`config.mk`:
```
export PLATFORM = sky130hd
export DESIGN_NAME = fac_cell
export DESIGN_NICKNAME = d
export VERILOG_FILES = /design/src/hdl/fac_pkg.sv /design/src/hdl/fac_cell.sv
export SDC_FILE = /design/constraint.sdc
export NUM_CORES = 2
export LEC_CHECK = 0
export ABC_AREA = 1
export BUFFER_PORTS_ARGS = -buffer_cell sky130_fd_sc_hd__buf_4
export CORE_MARGIN = 4
export CORE_UTILIZATION = 42
export CTS_CLUSTER_SIZE = 25
export DETAILED_ROUTE_END_ITERATION = 10
export GPL_TIMING_DRIVEN = 0
export PLACE_DENSITY = 0.62
export SYNTH_ARGS = -nofsm -noshare
export SYNTH_HDL_FRONTEND = slang
export SYNTH_SLANG_ARGS = --single-unit
```
`constraint.sdc`:
```
create_clock -name clk -period 3.4 [get_ports clk]
set_input_delay 0 -clock clk [delete_from_list [all_inputs] [get_ports clk]]
set_output_delay 0 -clock clk [all_outputs]
set_load 0.1 [all_outputs]
```
`src/hdl/fac_pkg.sv`:
```
// Package of the frustum box cull: types, widths, register indexes and reset values.
package fac_pkg;

	localparam int unsigned COORD_W     = 24;
	localparam int unsigned ELEM_W      = 16;
	localparam int unsigned COEF_W      = ELEM_W + 1;
	localparam int unsigned PROD_W      = COEF_W + COORD_W;
	localparam int unsigned DOT_W       = PROD_W + 2;
	localparam int unsigned COL_W       = 64;
	localparam int unsigned NUM_COLS    = 4;
	localparam int unsigned IN_TDATA_W  = 6 * COORD_W;
	localparam int unsigned OUT_TDATA_W = 8;
	localparam int unsigned CFG_IDX_W   = 2;
	localparam int unsigned NUM_PLANES_DEF = 6;

	localparam logic [COL_W-1:0] COL0_RST = 64'h0000_0000_0000_0100;
	localparam logic [COL_W-1:0] COL1_RST = 64'h0000_0000_0100_0000;
	localparam logic [COL_W-1:0] COL2_RST = 64'h0000_0100_0000_0000;
	localparam logic [COL_W-1:0] COL3_RST = 64'h0100_0000_0000_0000;

	typedef enum logic [CFG_IDX_W-1:0] {
		REG_COL0 = 2'd0,
		REG_COL1 = 2'd1,
		REG_COL2 = 2'd2,
		REG_COL3 = 2'd3
	} reg_idx_t;

	typedef logic [NUM_COLS-1:0][COL_W-1:0] matrix_t;

	typedef struct packed {
		logic signed [COORD_W-1:0] max_z;
		logic signed [COORD_W-1:0] max_y;
		logic signed [COORD_W-1:0] max_x;
		logic signed [COORD_W-1:0] min_z;
		logic signed [COORD_W-1:0] min_y;
		logic signed [COORD_W-1:0] min_x;
	} box_t;

	// Control travelling down the cell chain alongside each box.
	typedef struct packed {
		logic valid;
		logic vis;
	} cell_ctl_t;

	// Plane coefficient: row three plus or minus row k of one column.
	function automatic logic signed [COEF_W-1:0] plane_coef(
		input logic [COL_W-1:0] col,
		input int unsigned      k,
		input logic             neg
	);
		logic signed [ELEM_W-1:0] w;
		logic signed [ELEM_W-1:0] e;
		w = col[3*ELEM_W +: ELEM_W];
		e = col[k*ELEM_W +: ELEM_W];
		plane_coef = neg ? (COEF_W'(w) - COEF_W'(e)) : (COEF_W'(w) + COEF_W'(e));
	endfunction

endpackage

```
`src/hdl/fac_cell.sv`:
```
// One cell of the cull chain: tests a box against a single frustum plane over two stages.
module fac_cell import fac_pkg::*; #(
	parameter int unsigned PLANE_IDX = 0
) (
	input  logic      clk,
	input  logic      arst_n,
	input  logic      en,
	input  matrix_t   mtx,
	input  cell_ctl_t ctl_in,
	input  box_t      box_in,
	output cell_ctl_t ctl_out,
	output box_t      box_out
);

	localparam int unsigned K   = PLANE_IDX / 2;
	localparam logic        NEG = (PLANE_IDX % 2) != 0;

	logic signed [COEF_W-1:0] a_raw, b_raw, c_raw, d_raw;
	logic signed [COEF_W-1:0] a, b, c, d;
	logic                     zero_n;
	logic signed [COORD_W-1:0] x, y, z;

	logic signed [PROD_W-1:0] pa_s1, pb_s1, pc_s1;
	logic signed [COEF_W-1:0] d_s1;
	box_t                     box_s1;
	cell_ctl_t                ctl_s1;

	logic signed [DOT_W-1:0]  dot;
	box_t                     box_s2;
	cell_ctl_t                ctl_s2;

	always_comb begin
		a_raw  = plane_coef(mtx[0], K, NEG);
		b_raw  = plane_coef(mtx[1], K, NEG);
		c_raw  = plane_coef(mtx[2], K, NEG);
		d_raw  = plane_coef(mtx[3], K, NEG);
		zero_n = (a_raw == '0) && (b_raw == '0) && (c_raw == '0);
		// A plane with no normal degenerates to y >= 0.
		a = zero_n ? '0 : a_raw;
		b = zero_n ? COEF_W'(1) : b_raw;
		c = zero_n ? '0 : c_raw;
		d = zero_n ? '0 : d_raw;
		// Corner furthest along the normal; a zero coefficient counts as positive.
		x = a[COEF_W-1] ? box_in.min_x : box_in.max_x;
		y = b[COEF_W-1] ? box_in.min_y : box_in.max_y;
		z = c[COEF_W-1] ? box_in.min_z : box_in.max_z;
	end

	always_ff @(posedge clk or negedge arst_n) begin
		if (!arst_n) begin
			ctl_s1 <= '0;
		end else if (en) begin
			ctl_s1 <= ctl_in;
		end
	end

	always_ff @(posedge clk) begin
		if (en) begin
			pa_s1  <= PROD_W'(a) * PROD_W'(x);
			pb_s1  <= PROD_W'(b) * PROD_W'(y);
			pc_s1  <= PROD_W'(c) * PROD_W'(z);
			d_s1   <= d;
			box_s1 <= box_in;
		end
	end

	assign dot = DOT_W'(pa_s1) + DOT_W'(pb_s1) + DOT_W'(pc_s1) + (DOT_W'(d_s1) <<< 8);

	always_ff @(posedge clk or negedge arst_n) begin
		if (!arst_n) begin
			ctl_s2 <= '0;
		end else if (en) begin
			ctl_s2.valid <= ctl_s1.valid;
			ctl_s2.vis   <= ctl_s1.vis & ~dot[DOT_W-1];
		end
	end

	always_ff @(posedge clk) begin
		if (en) begin
			box_s2 <= box_s1;
		end
	end

	assign ctl_out = ctl_s2;
	assign box_out = box_s2;

endmodule

```
==> results.md <==
* Ant. Diodes at 0
* Max-cap viol count at 0
* Worst setup SP type: primary input
* Slew Limit Fails at 0
* Drt total wl at 185 mm
* Top achievable clock speed at 0.153 GHz
* DP Cell Count at 9178
* Clock Latency Late Sink at 0.66 ns
* Initial Utilization at 42.3%
* Clk root buf: clkbuf_16
* Overall routing resource usage at 23.1%
* GP Congestion at 0.949
* Syn avg cell area at 9.44 sq um
* Fin Hold WS at 0.0492 ns
* CTS Sinks at 432
* DIE HEIGHT at 397 um
* Post-synthesis register bit count at 432
* IO Pins at 551
* Drt first pass iters at 5
* Fillers at 13.0k
* TNS Setup at -286.83 ns
* Hpwl dp at 151 mm
* Core ar. at 150000 sq um
* DR vias/cell at 5.03
* Worst setup path class: primary input to register
* Most frequent cells in the layout: inv_1 (1460), fa_1 (1194), nand2_1 (944)
* Most common cell after layout, fill and taps aside: inv_1
* Synth cell types at 52
* Row Count at 142
* Crit-path leading delay family: adder cells
* Status: finished, violations left
* Initial antenna violation count at 1
* Crit path time final at 6.55 ns
* Violated checks: negative setup slack
* Clock buffer count from CTS at 52
* Post-synthesis cell count at 6737
* Ys flop type: edfxtp_1
* Hold WC Path Type: primary input to register
* DIE AREA at 158000 sq um
* Final hold viol count at 0
* Remaining DRCs at 0
* CTS tree: done
* Buffers on Ports at 422
* H-tree levels at 2
* Crit end category: register
* Post-synth ARST share at 0.926%
* CP max FO at 7
* Crit path buf inv count at 10
* DRT iter0 DRCs at 3238
* Largest net degree at the start of global routing at 131
* Mapped Nets at 8830
* Warnings, synthesis at 0
* Max_slew headroom at 15.7%
* Hold_sp: mtx[128]
* Worst clock skew at 0.0262 ns
* Sequential-to-total area share from yosys stat at 20.4%
* Vias post-DR at 49.4k
* Cell Count, Final, Fillers Out at 9830
* RSZ-0062 raised after global routing: yes
* Max stage delay on crit path at 0.58 ns
* GR Overflow Total at 0
* Crit path DAT at 6.93 ns
* Fin worst setup slack at -3.15 ns
* Vias in the first global route at 51.9k
* Slowest CP cell: fa_2
* Routed Antenna Nets at 0
* Nets@finish at 9865
* Slew @ Worst Pin at 1.26 ns
* CP startpoint: mtx[176]
* Layout area overhead at 30.9%
* WL/cell at 18.9 um
* Mapped Area at 63600 sq um
* First-pass GRT wire length at 285 mm
* Maximum clock insertion buffer count at 3
* Die X at 397 um
* Final Cycle Share at 193%
* Post-synth EDFFs at 428
* CTS clk-pin slew, worst paths at 0.06 ns
* Layout cells sized above 1 at 27.4%
* CP required at 3.78 ns
* Final setup violation count at 114
* RR Startpoint: d_s1[16]$_SDFFCE_PP0P_
==> metal layers <==
layer | up-vias | GRT usage, % | wire [um]
li1 | 22294 | - | -
met4 | 2 | 6.61 | 6340
met5 | - | 0 | 13
met2 | 1725 | 38.5 | 89600
met1 | 25119 | 31.1 | 75200
met3 | 304 | 3.93 | 14300
==> flip-flops by register name, indices dropped and copies added (netlist names) <==
name,cells
pa_s1,41
pb_s1,41
d_s1,17
pc_s1,41
box_out,144
ctl_out,2
ctl_s1,2
box_s1,144
==> synthesized netlist by cell type (10+ instances only) <==
library cell	count	area, sq um
ha_1	406	5080
o21ai_0	102	510
a31oi_1	32	200
xnor2_1	72	631
a21o_1	21	158
or2_2	66	413
o21ai_1	11	55.1
clkbuf_1	83	312
a21oi_1	208	1040
nand2_1	1120	4200
xor2_1	85	744
fa_1	1282	25700
nor2_1	791	2970
nand3_1	101	505
nand4_1	28	175
or2_1	11	68.8
o21a_1	14	105
nand3b_1	12	90.1
a21oi_2	16	140
inv_1	1604	6020
buf_2	39	195
inv_2	36	135
edfxtp_1	428	12900
nand2_2	30	188
o21ai_2	10	87.6
nor3_1	28	140
==> tightest hold or removal path: cells and delay by family <==
family | cells | cell delay [ns]
adder cells (fa/ha/maj) | 1 | 0.14
buffers and inverters | 2 | 0.23
AND/OR/NAND/NOR | 1 | 0.18
==> final cells by class <==
type | count | area (sq um) | area share (%)
plain buffers | 137 | 1100 | 1.32
clock buffers | 57 | 1320 | 1.59
clock inverters | 39 | 440 | 0.529
inverters | 1645 | 6420 | 7.71
multi-input cells | 4523 | 49900 | 60.0
flip-flops and latches | 432 | 13000 | 15.6
well taps | 2016 | 2520 | 3.03
repair buffers | 978 | 8510 | 10.2
repair inverters | 3 | 20.0 | 0.0241
==> metrics by stage <==
step                utilization [%]  area, sq um  worst slack, ns
floorplan                         -        66500            -3.05
global placement               48.1        72200            -5.03
detailed placement             48.1        72200            -5.01
CTS                            52.1        78200            -3.11
global route                   55.4        83200            -3.34
finish                         55.4        83200            -3.15
==> logic make-up (layout without fill, tap and decap cells) <==
group / Yosys count / count (layout) / synth area share (%)
AO/OA/AOI/OAI: 457 / 457 / 4.18
XOR/XNOR: 159 / 159 / 2.21
adder cells (fa/ha/maj): 1688 / 1688 / 48.4
buffers and inverters: 1782 / 2859 / 10.7
flip-flops: 432 / 432 / 20.4
AND/OR/NAND/NOR: 2219 / 2219 / 14.1
==> final timing paths <==
path,endpoint,slack (ns),cells past startpoint
max,pc_s1[39]$_DFFE_PP_,-3.15,34
min,pc_s1[0]$_DFFE_PP_,0.05,4
max reg2reg,ctl_out[0]$_DFFE_PN0P_,-0.33,14
min reg2reg,box_out[89]$_DFFE_PP_,0.41,0
max in group asynchronous,ctl_out[1]$_DFFE_PN0P_,2.92,3
min in group asynchronous,ctl_out[0]$_DFFE_PN0P_,0.30,3
==> repair_timing <==
action | 4_1_cts | 5_1_grt
setup endpoints to repair | 116 | 116
hold buffers | 186 | 1
endpoints found under the hold margin | 247 | 1
pin swaps | 110 | 353
cloned | 5 | 16
setup buffers | 96 | 254
resized for setup | 325 | 752
Power is not shown: default switching activity piles up to over one toggle a cycle in this logic, so the estimate is an artifact.
