**config.mk**
```make
export PLATFORM = sky130hd
export DESIGN_NAME = fac_skid
export DESIGN_NICKNAME = d
export VERILOG_FILES = /design/src/hdl/fac_pkg.sv /design/src/hdl/fac_skid.sv
export SDC_FILE = /design/constraint.sdc
export NUM_CORES = 1
export LEC_CHECK = 0
export BUFFER_PORTS_ARGS = -buffer_cell sky130_fd_sc_hd__buf_2
export CAP_MARGIN = 20
export CORE_AREA = 2 2 39 41
export CTS_BUF_LIST = sky130_fd_sc_hd__clkbuf_4 sky130_fd_sc_hd__clkbuf_8
export DETAILED_ROUTE_END_ITERATION = 8
export DIE_AREA = 0 0 41 43
export SLEW_MARGIN = 20
export SYNTH_ARGS = -nofsm -noshare
export SYNTH_HDL_FRONTEND = slang
export SYNTH_SLANG_ARGS = --single-unit
```
**constraint.sdc**
```tcl
create_clock -name clk -period 1 [get_ports clk]
set_input_delay 0.15 -clock clk [delete_from_list [all_inputs] [get_ports clk]]
set_output_delay 0.15 -clock clk [all_outputs]
set_load 0.02 [all_outputs]
```
**src/hdl/fac_pkg.sv**
```systemverilog
// Package of the frustum box cull: types, widths, register indexes and reset values.
package fac_pkg;

	localparam int unsigned COORD_W     = 24;
	localparam int unsigned ELEM_W      = 16;
	localparam int unsigned COEF_W      = ELEM_W + 1;
	localparam int unsigned PROD_W      = COEF_W + COORD_W;
	localparam int unsigned DOT_W       = PROD_W + 2;
	localparam int unsigned COL_W       = 64;
	localparam int unsigned NUM_COLS    = 4;
	localparam int unsigned IN_TDATA_W  = 6 * COORD_W;
	localparam int unsigned OUT_TDATA_W = 8;
	localparam int unsigned CFG_IDX_W   = 2;
	localparam int unsigned NUM_PLANES_DEF = 6;

	localparam logic [COL_W-1:0] COL0_RST = 64'h0000_0000_0000_0100;
	localparam logic [COL_W-1:0] COL1_RST = 64'h0000_0000_0100_0000;
	localparam logic [COL_W-1:0] COL2_RST = 64'h0000_0100_0000_0000;
	localparam logic [COL_W-1:0] COL3_RST = 64'h0100_0000_0000_0000;

	typedef enum logic [CFG_IDX_W-1:0] {
		REG_COL0 = 2'd0,
		REG_COL1 = 2'd1,
		REG_COL2 = 2'd2,
		REG_COL3 = 2'd3
	} reg_idx_t;

	typedef logic [NUM_COLS-1:0][COL_W-1:0] matrix_t;

	typedef struct packed {
		logic signed [COORD_W-1:0] max_z;
		logic signed [COORD_W-1:0] max_y;
		logic signed [COORD_W-1:0] max_x;
		logic signed [COORD_W-1:0] min_z;
		logic signed [COORD_W-1:0] min_y;
		logic signed [COORD_W-1:0] min_x;
	} box_t;

	// Control travelling down the cell chain alongside each box.
	typedef struct packed {
		logic valid;
		logic vis;
	} cell_ctl_t;

	// Plane coefficient: row three plus or minus row k of one column.
	function automatic logic signed [COEF_W-1:0] plane_coef(
		input logic [COL_W-1:0] col,
		input int unsigned      k,
		input logic             neg
	);
		logic signed [ELEM_W-1:0] w;
		logic signed [ELEM_W-1:0] e;
		w = col[3*ELEM_W +: ELEM_W];
		e = col[k*ELEM_W +: ELEM_W];
		plane_coef = neg ? (COEF_W'(w) - COEF_W'(e)) : (COEF_W'(w) + COEF_W'(e));
	endfunction

endpackage

```
**src/hdl/fac_skid.sv**
```systemverilog
// Output register with a skid entry, so that the input ready comes straight from a flop.
module fac_skid import fac_pkg::*; (
	input  logic                   clk,
	input  logic                   arst_n,
	input  logic                   in_valid,
	input  logic                   in_vis,
	output logic                   in_ready,
	output logic                   out_valid,
	output logic                   out_vis,
	input  logic                   out_ready
);

	logic out_valid_q, out_vis_q;
	logic sk_valid_q, sk_vis_q;

	assign in_ready  = ~sk_valid_q;
	assign out_valid = out_valid_q;
	assign out_vis   = out_vis_q;

	always_ff @(posedge clk or negedge arst_n) begin
		if (!arst_n) begin
			out_valid_q <= 1'b0;
			sk_valid_q  <= 1'b0;
		end else if (out_ready || !out_valid_q) begin
			if (sk_valid_q) begin
				out_valid_q <= 1'b1;
				sk_valid_q  <= 1'b0;
			end else begin
				out_valid_q <= in_valid;
			end
		end else if (in_valid && !sk_valid_q) begin
			sk_valid_q <= 1'b1;
		end
	end

	always_ff @(posedge clk) begin
		if (out_ready || !out_valid_q) begin
			out_vis_q <= sk_valid_q ? sk_vis_q : in_vis;
		end else if (in_valid && !sk_valid_q) begin
			sk_vis_q <= in_vis;
		end
	end

endmodule

```
==> reports/metrics.cfg, run 1 <==
[worst_setup_path]
crit_type=flop to output pin
crit_arrival_ns=0.83
cp-start-kind=flop
crit_chain=inv_2, buf_6
cp_slowest_cell=dfrtp_1
max_stage_delay_ns=0.42
reg2reg_slack_ns=0.03
reg2regPathDepth=1
crit_buf_inv=2
cp-end-kind=output pin
worstPathMaxFanout=4
crit_family=flip-flops
crit_required_ns=0.85
r2r-end=out_vis$_DFFE_PP_
r2r-start=sk_valid_q$_DFFE_PN0P_

[yosys]
synth_top_area_share_pct=36.1
synthSimpleGateAreaFrac_pct=22.6
yosysWarnings=0
synth-compound-area-share_pct=0
syn-instance-count=11
avgSynthCellArea_um2=15.1
syn_area_um2=166
yosys.cell_types.count=8
yosys.area.top_type=edfxtp_1
synth.top_cells.by_area=edfxtp_1 36%, dfrtp_1 30%, mux2_4 9.0%
synth_top_family_by_area=simple AND/OR/NAND/NOR gates
seq_area_frac_synth_pct=66.2
synthAdderAreaFrac_pct=0
syn_nets=16
synth-seq-cells=4
synthMuxAreaShare_pct=9.02
synth_xor_area_share_pct=0

[run_status]
status=completed

[final_layout]
area_growth_pct=65.4
final_area_um2=275
drive_gt1_share_pct=69.6
antenna_cells=0
fin_util_pct=19.9
final_nets=29
multiInputGateArea_um2=52.6
fillCellCount=152
regArea_um2=111

[detailed_routing]
wl_per_cell_um=7.51
drtPass1Iterations=2
ant_nets=0
met2_length_um=82
m1WireLength_um=161
drt_iter0_markers=4
routed.top_layer=met3
vias=122
drc=0
routed_via_density=3.13
routed_wl_um=293
met3_length_um=48

[clocking]
clock-sinks=4
cts_tree=done
cts_buffers=3
clkTransAtPathRegs_ns=0.04
cts_buffer_depth=2
cts_root_buf=clkbuf_4
clk_latency_ns=0.24
h-tree-depth=1
cts_setup_buffers=0

[global_route]
first_global_vias=107
grt_pass1_wl_um=496
antenna_found_initial=0
globalRouteOverflowTotal=0
grt_max_degree=5
grt_usage_pct=5.73

[timing]
worst_slew_pin_slew_ns=0.175
clock.fmax_ghz=1.02
rsz0062_at_grt=true
fin_crit_sh_pct=98.5
skew_ns=0.00678
drv_slew=0
layout_min_cycle_time_ns=0.985
setup_ws_ns=0.0154
hold_viol_final=0
timing.hold.ws_ns=0.113
setup_viol=0
slew_headroom_pct=88.4
setup_tns_ns=0

[hold_path]
hold_depth=1
holdCritPathClass=primary input to flop
hp-start=in_vis
min_to=sk_vis_q$_DFFE_PP_

[floorplan]
dieArea_mm2=0.00176
ios=8
core_area_mm2=0.00138
die_h_um=43
initial_core_util_pct=12.0
die_x_um=41
placementRows=14

[power]
switching_power_mw=0.111
p_sw_share_pct=21.6
power_leakage_nw=0.124
combPwrFrac_pct=13.1
pwr_density_cell_mw_per_mm2=1860
ir_drop_v=0.000572
seq_power_share_pct=38.6
clockPowerShare_pct=48.3
internal-power_mw=0.402

[flow_run]
drv_cap=0

[placement]
place_area_um2=223
dp_hpwl_um=226
place.gp.congestion=0.644
io_buffers=7
dp_slack_ns=0.0340

## metrics by stage
| step | std cells | power, mW |
|---|---|---|
| finish | 39 | 0.512 |
| global route | 39 | 0.570 |
| CTS | 39 | 0.524 |
| detailed placement | 34 | 0.256 |
| global placement | 34 | 0.256 |
| floorplan | 11 | 0.234 |
## sequential cells by signal, indices dropped and copies added, names as in the netlist
| signal | cells |
|---|---|
| out_valid | 1 |
| out_vis | 1 |
| sk_valid_q | 1 |
| sk_vis_q | 1 |
## kinds of logic (layout without fill, tap and decap cells)
group                  count (synthesis)  in the layout
DFF                                    4              4
muxes                                  1              1
buffers and inverters                  1             13
and+or+nand+nor                        5              5
## power by group through the flow
stage	Clock (mW)	Combinational, mW	Sequential (mW)
2_1_floorplan	0	0.0258	0.208
3_3_place_gp	0	0.0567	0.199
6_report	0.247	0.0671	0.198
4_1_cts	0.263	0.0640	0.197
5_1_grt	0.297	0.0741	0.199
3_5_place_dp	0	0.0565	0.199
## synth_stat cells, drive strengths merged
master	number
mux2	1
inv	1
nor3b	1
edfxtp	2
nand2b	1
nand2	1
nor2	2
dfrtp	2
## worst max path at each step
| stage | cells after the start | end | start |
|---|---|---|---|
| 5_1_grt | 2 | in_ready | sk_valid_q$_DFFE_PN0P_ |
| 3_5_place_dp | 1 | out_vis$_DFFE_PP_ | sk_valid_q$_DFFE_PN0P_ |
| 3_3_place_gp | 1 | out_vis$_DFFE_PP_ | sk_valid_q$_DFFE_PN0P_ |
| 6_report | 2 | in_ready | sk_valid_q$_DFFE_PN0P_ |
| 2_1_floorplan | 2 | sk_vis_q$_DFFE_PP_ | out_valid$_DFFE_PN0P_ |
| 4_1_cts | 2 | in_ready | sk_valid_q$_DFFE_PN0P_ |
## repair_timing
item | CTS | global route
gates resized for setup | 3 | 2
setup endpoints to repair | 1 | 2
hold endpoints to repair | 2 | 0
pin swaps | 0 | 0
hold buffers | 1 | 0
## final cells by class
type | instances | area share [%]
flip-flops and latches | 4 | 40.5
repair buffers | 8 | 20.9
multi-input cells | 6 | 19.1
clock buffers | 4 | 10.9
well taps | 16 | 7.27
inverters | 1 | 1.36
## routing by layer
layer  track usage, %  vias up
met5                0        -
met4             6.00        0
met1             6.15       49
li1                 -       63
met3             9.42        0
met2             3.44       10
## cell usage in the layout, fill, tap and decap left out, types with 2 or more instances in the layout
cell	instances
buf_2	5
clkbuf_4	4
nor2_1	2
edfxtp_1	2
buf_6	2
Note: power is estimated with default switching activity, not from simulation.
==> run 2: changes to the inputs <==
Settings changed: CELL_PAD_IN_SITES_DETAIL_PLACEMENT set to 1, CELL_PAD_IN_SITES_GLOBAL_PLACEMENT set to 1, PLACE_DENSITY_LB_ADDON set to 0.1.
Clock period 1 ns to 0.9 ns, I/O delays scaled along.
==> run 2 against run 1 <==
- the flow now finishes with violations (negative setup slack)
- utilization is 1.1 points higher
- first-iteration DRC count is 100% lower
- via count increased by 4.1%
- die area did not move
- largest power group unchanged
- register-to-register slack worse by 0.11 ns
- clock skew grew 0.0014 ns
- critical endpoint is now out_vis$_DFFE_PP_
- critical path depth down 1
- routed wire length up 19%
- clock power grew 12%
- total power is 14% higher
- cell area rose by 5.5%
==> reports/metrics.cfg, run 2 (same netlist as run 1, synthesis figures left out) <==
[clocking]
cts_buffers=3  ; unchanged
clkTransAtPathRegs_ns=0.04  ; about the same
clk_latency_ns=0.24  ; about the same
cts_buffer_depth=2  ; unchanged
h-tree-depth=1  ; unchanged
cts_setup_buffers=0  ; unchanged
cts_root_buf=clkbuf_4
clock-sinks=4  ; unchanged
cts_tree=done

[floorplan]
ios=8  ; unchanged
placementRows=14  ; unchanged
die_h_um=43  ; unchanged
core_area_mm2=0.00138  ; unchanged
dieArea_mm2=0.00176  ; unchanged
die_x_um=41  ; unchanged
initial_core_util_pct=12.0  ; unchanged

[worst_setup_path]
crit_type=flop to flop
r2r-end=out_vis$_DFFE_PP_
crit_buf_inv=0  ; -2
cp.depth=1  ; -1
max_stage_delay_ns=0.43  ; about the same
worstPathMaxFanout=4  ; unchanged
r2r-start=sk_valid_q$_DFFE_PN0P_
reg2regPathDepth=1  ; unchanged
endpoint=out_vis$_DFFE_PP_
cp-start-kind=flop
crit_chain=mux2_4
reg2reg_slack_ns=-0.08  ; -0.11 ns
crit_arrival_ns=0.96  ; +0.13 ns
cp_slowest_cell=dfrtp_2
cp-end-kind=flop
crit_family=flip-flops
cp-startpoint=sk_valid_q$_DFFE_PN0P_
crit_required_ns=0.89  ; +0.04 ns

[final_layout]
final_area_um2=290  ; +5.5%
final_nets=30  ; +3.4%
area_growth_pct=74.4
antenna_cells=0  ; unchanged
drive_gt1_share_pct=75.0  ; +5.4 points
final_cell_count_no_fill=40  ; +2.6%
fillCellCount=157  ; +3.3%
layout_common_cells=4 x clkbuf_4, 4 x buf_2, 3 x buf_6

[placement]
place.gp.congestion=0.656  ; +1.8%
place_area_um2=230  ; +3.4%
dp_hpwl_um=264  ; +17%
io_buffers=7  ; unchanged
dp.cells=35  ; +2.9%

[run_status]
violations=negative setup slack
status=finished, violations left

[timing]
hold_viol_final=0  ; unchanged
rsz0062_at_grt=true
clock.fmax_ghz=1.03
setup_tns_ns=-0.177  ; -0.177 ns
fin_crit_sh_pct=108
drv_slew=0  ; unchanged
setup_ws_ns=-0.0754  ; -0.0908 ns
setup_viol=4  ; +4
skew_ns=0.00817  ; +0.00139 ns
worst_slew_pin_slew_ns=0.135  ; -0.0399 ns
timing.hold.ws_ns=0.0879  ; -0.0252 ns
slew_headroom_pct=91.0  ; +2.6 points
layout_min_cycle_time_ns=0.975

[detailed_routing]
vias=127  ; +4.1%
routed_wl_um=350  ; +19%
routed_via_density=3.18  ; +1.5%
drc=0  ; unchanged
drt_iter0_markers=0  ; -4
wl_per_cell_um=8.75  ; +16%
ant_nets=0  ; unchanged
drtPass1Iterations=1  ; -1

[power]
p_sw_share_pct=21.8  ; +0.27 points
ir_drop_v=0.000345  ; -40%
combPwrFrac_pct=14.4  ; +1.3 points
internal-power_mw=0.456  ; +14%
pwr_density_cell_mw_per_mm2=2010  ; +8.0%
power_leakage_nw=0.130  ; +4.4%
seq_power_share_pct=38.1  ; -0.5 points
clockPowerShare_pct=47.4  ; -0.9 points
switching_power_mw=0.127  ; +15%

[global_route]
grt_pass1_wl_um=627  ; +26%
globalRouteOverflowTotal=0  ; unchanged
grt_max_degree=5  ; unchanged
first_global_vias=161  ; +50%
antenna_found_initial=0  ; unchanged
grt_usage_pct=6.65  ; +0.91 points

[flow_run]
drv_cap=0  ; unchanged

[hold_path]
holdCritPathClass=primary input to flop

==> run 2: cell types whose count changed in the layout (fill, tap and decap cells not counted) <==
cell / previous run / this run
buf_6: 2 / 3
dfrtp_1: 1 / 0
buf_4: 0 / 1
buf_2: 5 / 4
dfrtp_2: 1 / 2
==> run 2: timing repair <==
item / CTS / global route
hold buffers: 1 / 0
pin swaps: 0 / 0
resized for setup: 4 / 4
endpoints found under the setup margin: 5 / 5
hold endpoints to repair: 2 / 0
==> run 2: metal layers <==
| layer | vias up | global-route usage, % | wire length [um] |
|---|---|---|---|
| li1 | 61 | - | - |
| met2 | 6 | 6.56 | 172 |
| met1 | 58 | 5.84 | 139 |
| met5 | - | 0 | 0 |
| met3 | 2 | 4.71 | 19 |
| met4 | 0 | 12.0 | 19 |
==> run 2: area by class of cell <==
type                            count  area, um2  share of cell area (%)
Clock buffer                        4       30.0                    10.3
Timing Repair Buffer                9       71.3                    24.6
Tap cell                           16       20.0                    6.90
Sequential cell                     4        113                    38.8
Inverter                            1       3.75                    1.29
Multi-Input combinational cell      6       52.6                    18.1
==> run 2: worst min path at each step <==
stage / start / endpoint / slack [ns] / depth (start not counted)
3_3_place_gp: arst_n / sk_valid_q$_DFFE_PN0P_ / -0.07 / 1
2_1_floorplan: arst_n / out_valid$_DFFE_PN0P_ / -0.16 / 0
4_1_cts: in_vis / sk_vis_q$_DFFE_PP_ / 0.08 / 1
3_5_place_dp: arst_n / sk_valid_q$_DFFE_PN0P_ / -0.08 / 1
5_1_grt: in_vis / sk_vis_q$_DFFE_PP_ / 0.08 / 1
6_report: in_vis / sk_vis_q$_DFFE_PP_ / 0.09 / 1
==> run 2: per-stage QoR <==
stage               utilization, %  setup slack (ns)  power [mW]
floorplan                        -           -0.0498       0.259
global placement              16.6           -0.0629       0.290
detailed placement            16.6           -0.0869       0.291
CTS                           20.4            -0.115       0.592
global route                  21.0            -0.107       0.618
finish                        21.0           -0.0754       0.583
==> run 2: power by group through the flow <==
| stage | sequential [mW] | combinational, mW | clock [mW] |
|---|---|---|---|
| detailed placement | 0.222 | 0.0687 | 0 |
| CTS | 0.220 | 0.0813 | 0.290 |
| global placement | 0.221 | 0.0699 | 0 |
| global route | 0.224 | 0.0941 | 0.301 |
| floorplan | 0.231 | 0.0285 | 0 |
| finish | 0.222 | 0.0843 | 0.277 |
==> run 3: changes to the inputs <==
Settings changed: PLACE_DENSITY set to 0.43, PLACE_DENSITY_LB_ADDON 0.1 to unset.
==> run 3 against run 2 <==
- sequential cell count is the same
- critical endpoint unchanged
- critical path depth is 1 higher
- the flow still finishes with violations (negative setup slack)
- final cell count is 2.5% higher
- global-route usage shrank 0.18 points
==> reports/metrics.cfg, run 3 (same netlist as run 1, synthesis figures left out) <==
[floorplan]
core_area_mm2=0.00138  ; unchanged
die_x_um=41  ; unchanged
ios=8  ; unchanged
initial_core_util_pct=12.0  ; unchanged
placementRows=14  ; unchanged
die_h_um=43  ; unchanged
dieArea_mm2=0.00176  ; unchanged

[clocking]
cts_root_buf=clkbuf_4
clkTransAtPathRegs_ns=0.04  ; about the same
h-tree-depth=1  ; unchanged
clk_latency_ns=0.24  ; about the same
cts_tree=done
cts_buffer_depth=2  ; unchanged
cts_buffers=3  ; unchanged
clock-sinks=4  ; unchanged

[detailed_routing]
drc=0  ; unchanged
wl_per_cell_um=8.68  ; -0.77%
routed_via_density=3.22  ; +1.4%
vias=132  ; +3.9%
routed_wl_um=356  ; +1.7%
drt_iter0_markers=0  ; unchanged
drtPass1Iterations=1  ; unchanged
ant_nets=0  ; unchanged

[power]
internal-power_mw=0.455  ; -0.26%
clockPowerShare_pct=47.6  ; +0.2 points
pwr_density_cell_mw_per_mm2=2010  ; +0.15%
p_total_mw=0.584  ; +0.15%
p_sw_share_pct=22.2  ; +0.32 points
switching_power_mw=0.130  ; +1.6%
power_leakage_nw=0.134  ; +3.8%
seq_power_share_pct=37.0  ; -1.1 points
ir_drop_v=0.000672  ; +95%
combPwrFrac_pct=15.4  ; +1.0 points

[timing]
hold_viol_final=0  ; unchanged
clock.fmax_ghz=0.974  ; -5.0%
layout_min_cycle_time_ns=1.03  ; +0.0515 ns
fin_crit_sh_pct=114  ; +5.7 points
rsz0062_at_grt=true
setup_tns_ns=-0.308  ; -0.131 ns
slew_headroom_pct=90.6  ; -0.43 points
setup_viol=4  ; unchanged
setup_ws_ns=-0.127  ; -0.0515 ns
drv_slew=0  ; unchanged
worst_slew_pin_slew_ns=0.141  ; +0.00646 ns
skew_ns=0.0119  ; +0.00373 ns

[final_layout]
antenna_cells=0  ; unchanged
final_cell_count_no_fill=41  ; +2.5%
drive_gt1_share_pct=72.0  ; -3.0 points
area_growth_pct=74.4  ; unchanged
fillCellCount=157  ; unchanged
final_nets=31  ; +3.3%
final_common_cell=buf_2
layout_common_cells=5 x buf_2, 4 x clkbuf_4

[worst_setup_path]
crit_required_ns=0.89  ; about the same
cp_slowest_cell=dfrtp_1
cp-start-kind=flop
cp-end-kind=flop
worstPathMaxFanout=2  ; -2
crit_family=flip-flops
crit_type=flop to flop
crit_buf_inv=1  ; +1
max_stage_delay_ns=0.36  ; -0.07 ns
crit_chain=buf_4, mux2_4
crit_arrival_ns=1.02  ; +0.06 ns

[placement]
place.gp.congestion=0.625  ; -4.7%
dp_hpwl_um=253  ; -3.8%
dp.cells=35  ; unchanged
io_buffers=7  ; unchanged

[global_route]
globalRouteOverflowTotal=0  ; unchanged
first_global_vias=170  ; +5.6%
grt_usage_pct=6.47  ; -0.18 points
grt_pass1_wl_um=648  ; +3.3%
antenna_found_initial=0  ; unchanged
grt_max_degree=5  ; unchanged

[run_status]
violations=negative setup slack
status=finished, violations left

[hold_path]
holdCritPathClass=primary input to flop

[flow_run]
drv_cap=0  ; unchanged

run 3: cell count changes in the layout (fill, tap and decap cells not counted), sizes merged:
| cell | before | now |
|---|---|---|
| buf | 8 | 9 |
run 3: path summary, 6_finish.rpt:
check,from,to,slack [ns],cells past startpoint
hold / removal,in_vis,sk_vis_q$_DFFE_PP_,0.1,1
min in group asynchronous,arst_n,out_valid$_DFFE_PN0P_,0.22,2
setup / recovery,sk_valid_q$_DFFE_PN0P_,out_vis$_DFFE_PP_,-0.13,2
setup reg to reg,sk_valid_q$_DFFE_PN0P_,out_vis$_DFFE_PP_,-0.13,2
hold reg to reg,out_valid$_DFFE_PN0P_,out_valid$_DFFE_PN0P_,0.55,2
max in group asynchronous,arst_n,out_valid$_DFFE_PN0P_,0.58,2
run 3: layout make-up:
type                       count  area (um2)  area share (%)
sequential                     4         111            38.4
timing repair buffer          10        72.6            25.0
tap                           16        20.0            6.90
clock buffer                   4        30.0            10.3
multi-input combinational      6        52.6            18.1
inverter                       1        3.75            1.29
run 3: power groups by stage:
| stage | logic (mW) | clock network [mW] | registers [mW] |
|---|---|---|---|
| after floorplan | 0.0285 | 0 | 0.231 |
| after global placement | 0.0676 | 0 | 0.220 |
| after detailed placement | 0.0694 | 0 | 0.221 |
| after CTS | 0.0908 | 0.293 | 0.216 |
| after global routing | 0.0978 | 0.309 | 0.218 |
| final | 0.0901 | 0.278 | 0.216 |
run 3: repair_timing:
action                                  in CTS  in global routing
pin swaps                                    0                  1
hold endpoints to repair                     2                  0
setup buffers                                1                  0
endpoints found under the setup margin       4                  5
hold buffers                                 1                  0
resized for setup                            5                  0
run 3: layer usage:
metal	global-route usage (%)	wire length [um]
met1	6.58	156
met2	7.19	133
met3	6.28	58
met4	6.00	8
met5	0	0
run 3: stage by stage:
step | utilization, % | cell area (um2) | worst slack [ns] | hold slack (ns)
2_1_floorplan | - | 168 | -0.0498 | -0.161
6_report | 21.0 | 290 | -0.127 | 0.0958
5_1_grt | 21.0 | 290 | -0.153 | 0.0881
3_5_place_dp | 16.6 | 230 | -0.0594 | -0.0768
4_1_cts | 21.0 | 290 | -0.131 | 0.0825
3_3_place_gp | 16.6 | 230 | -0.0394 | -0.0786
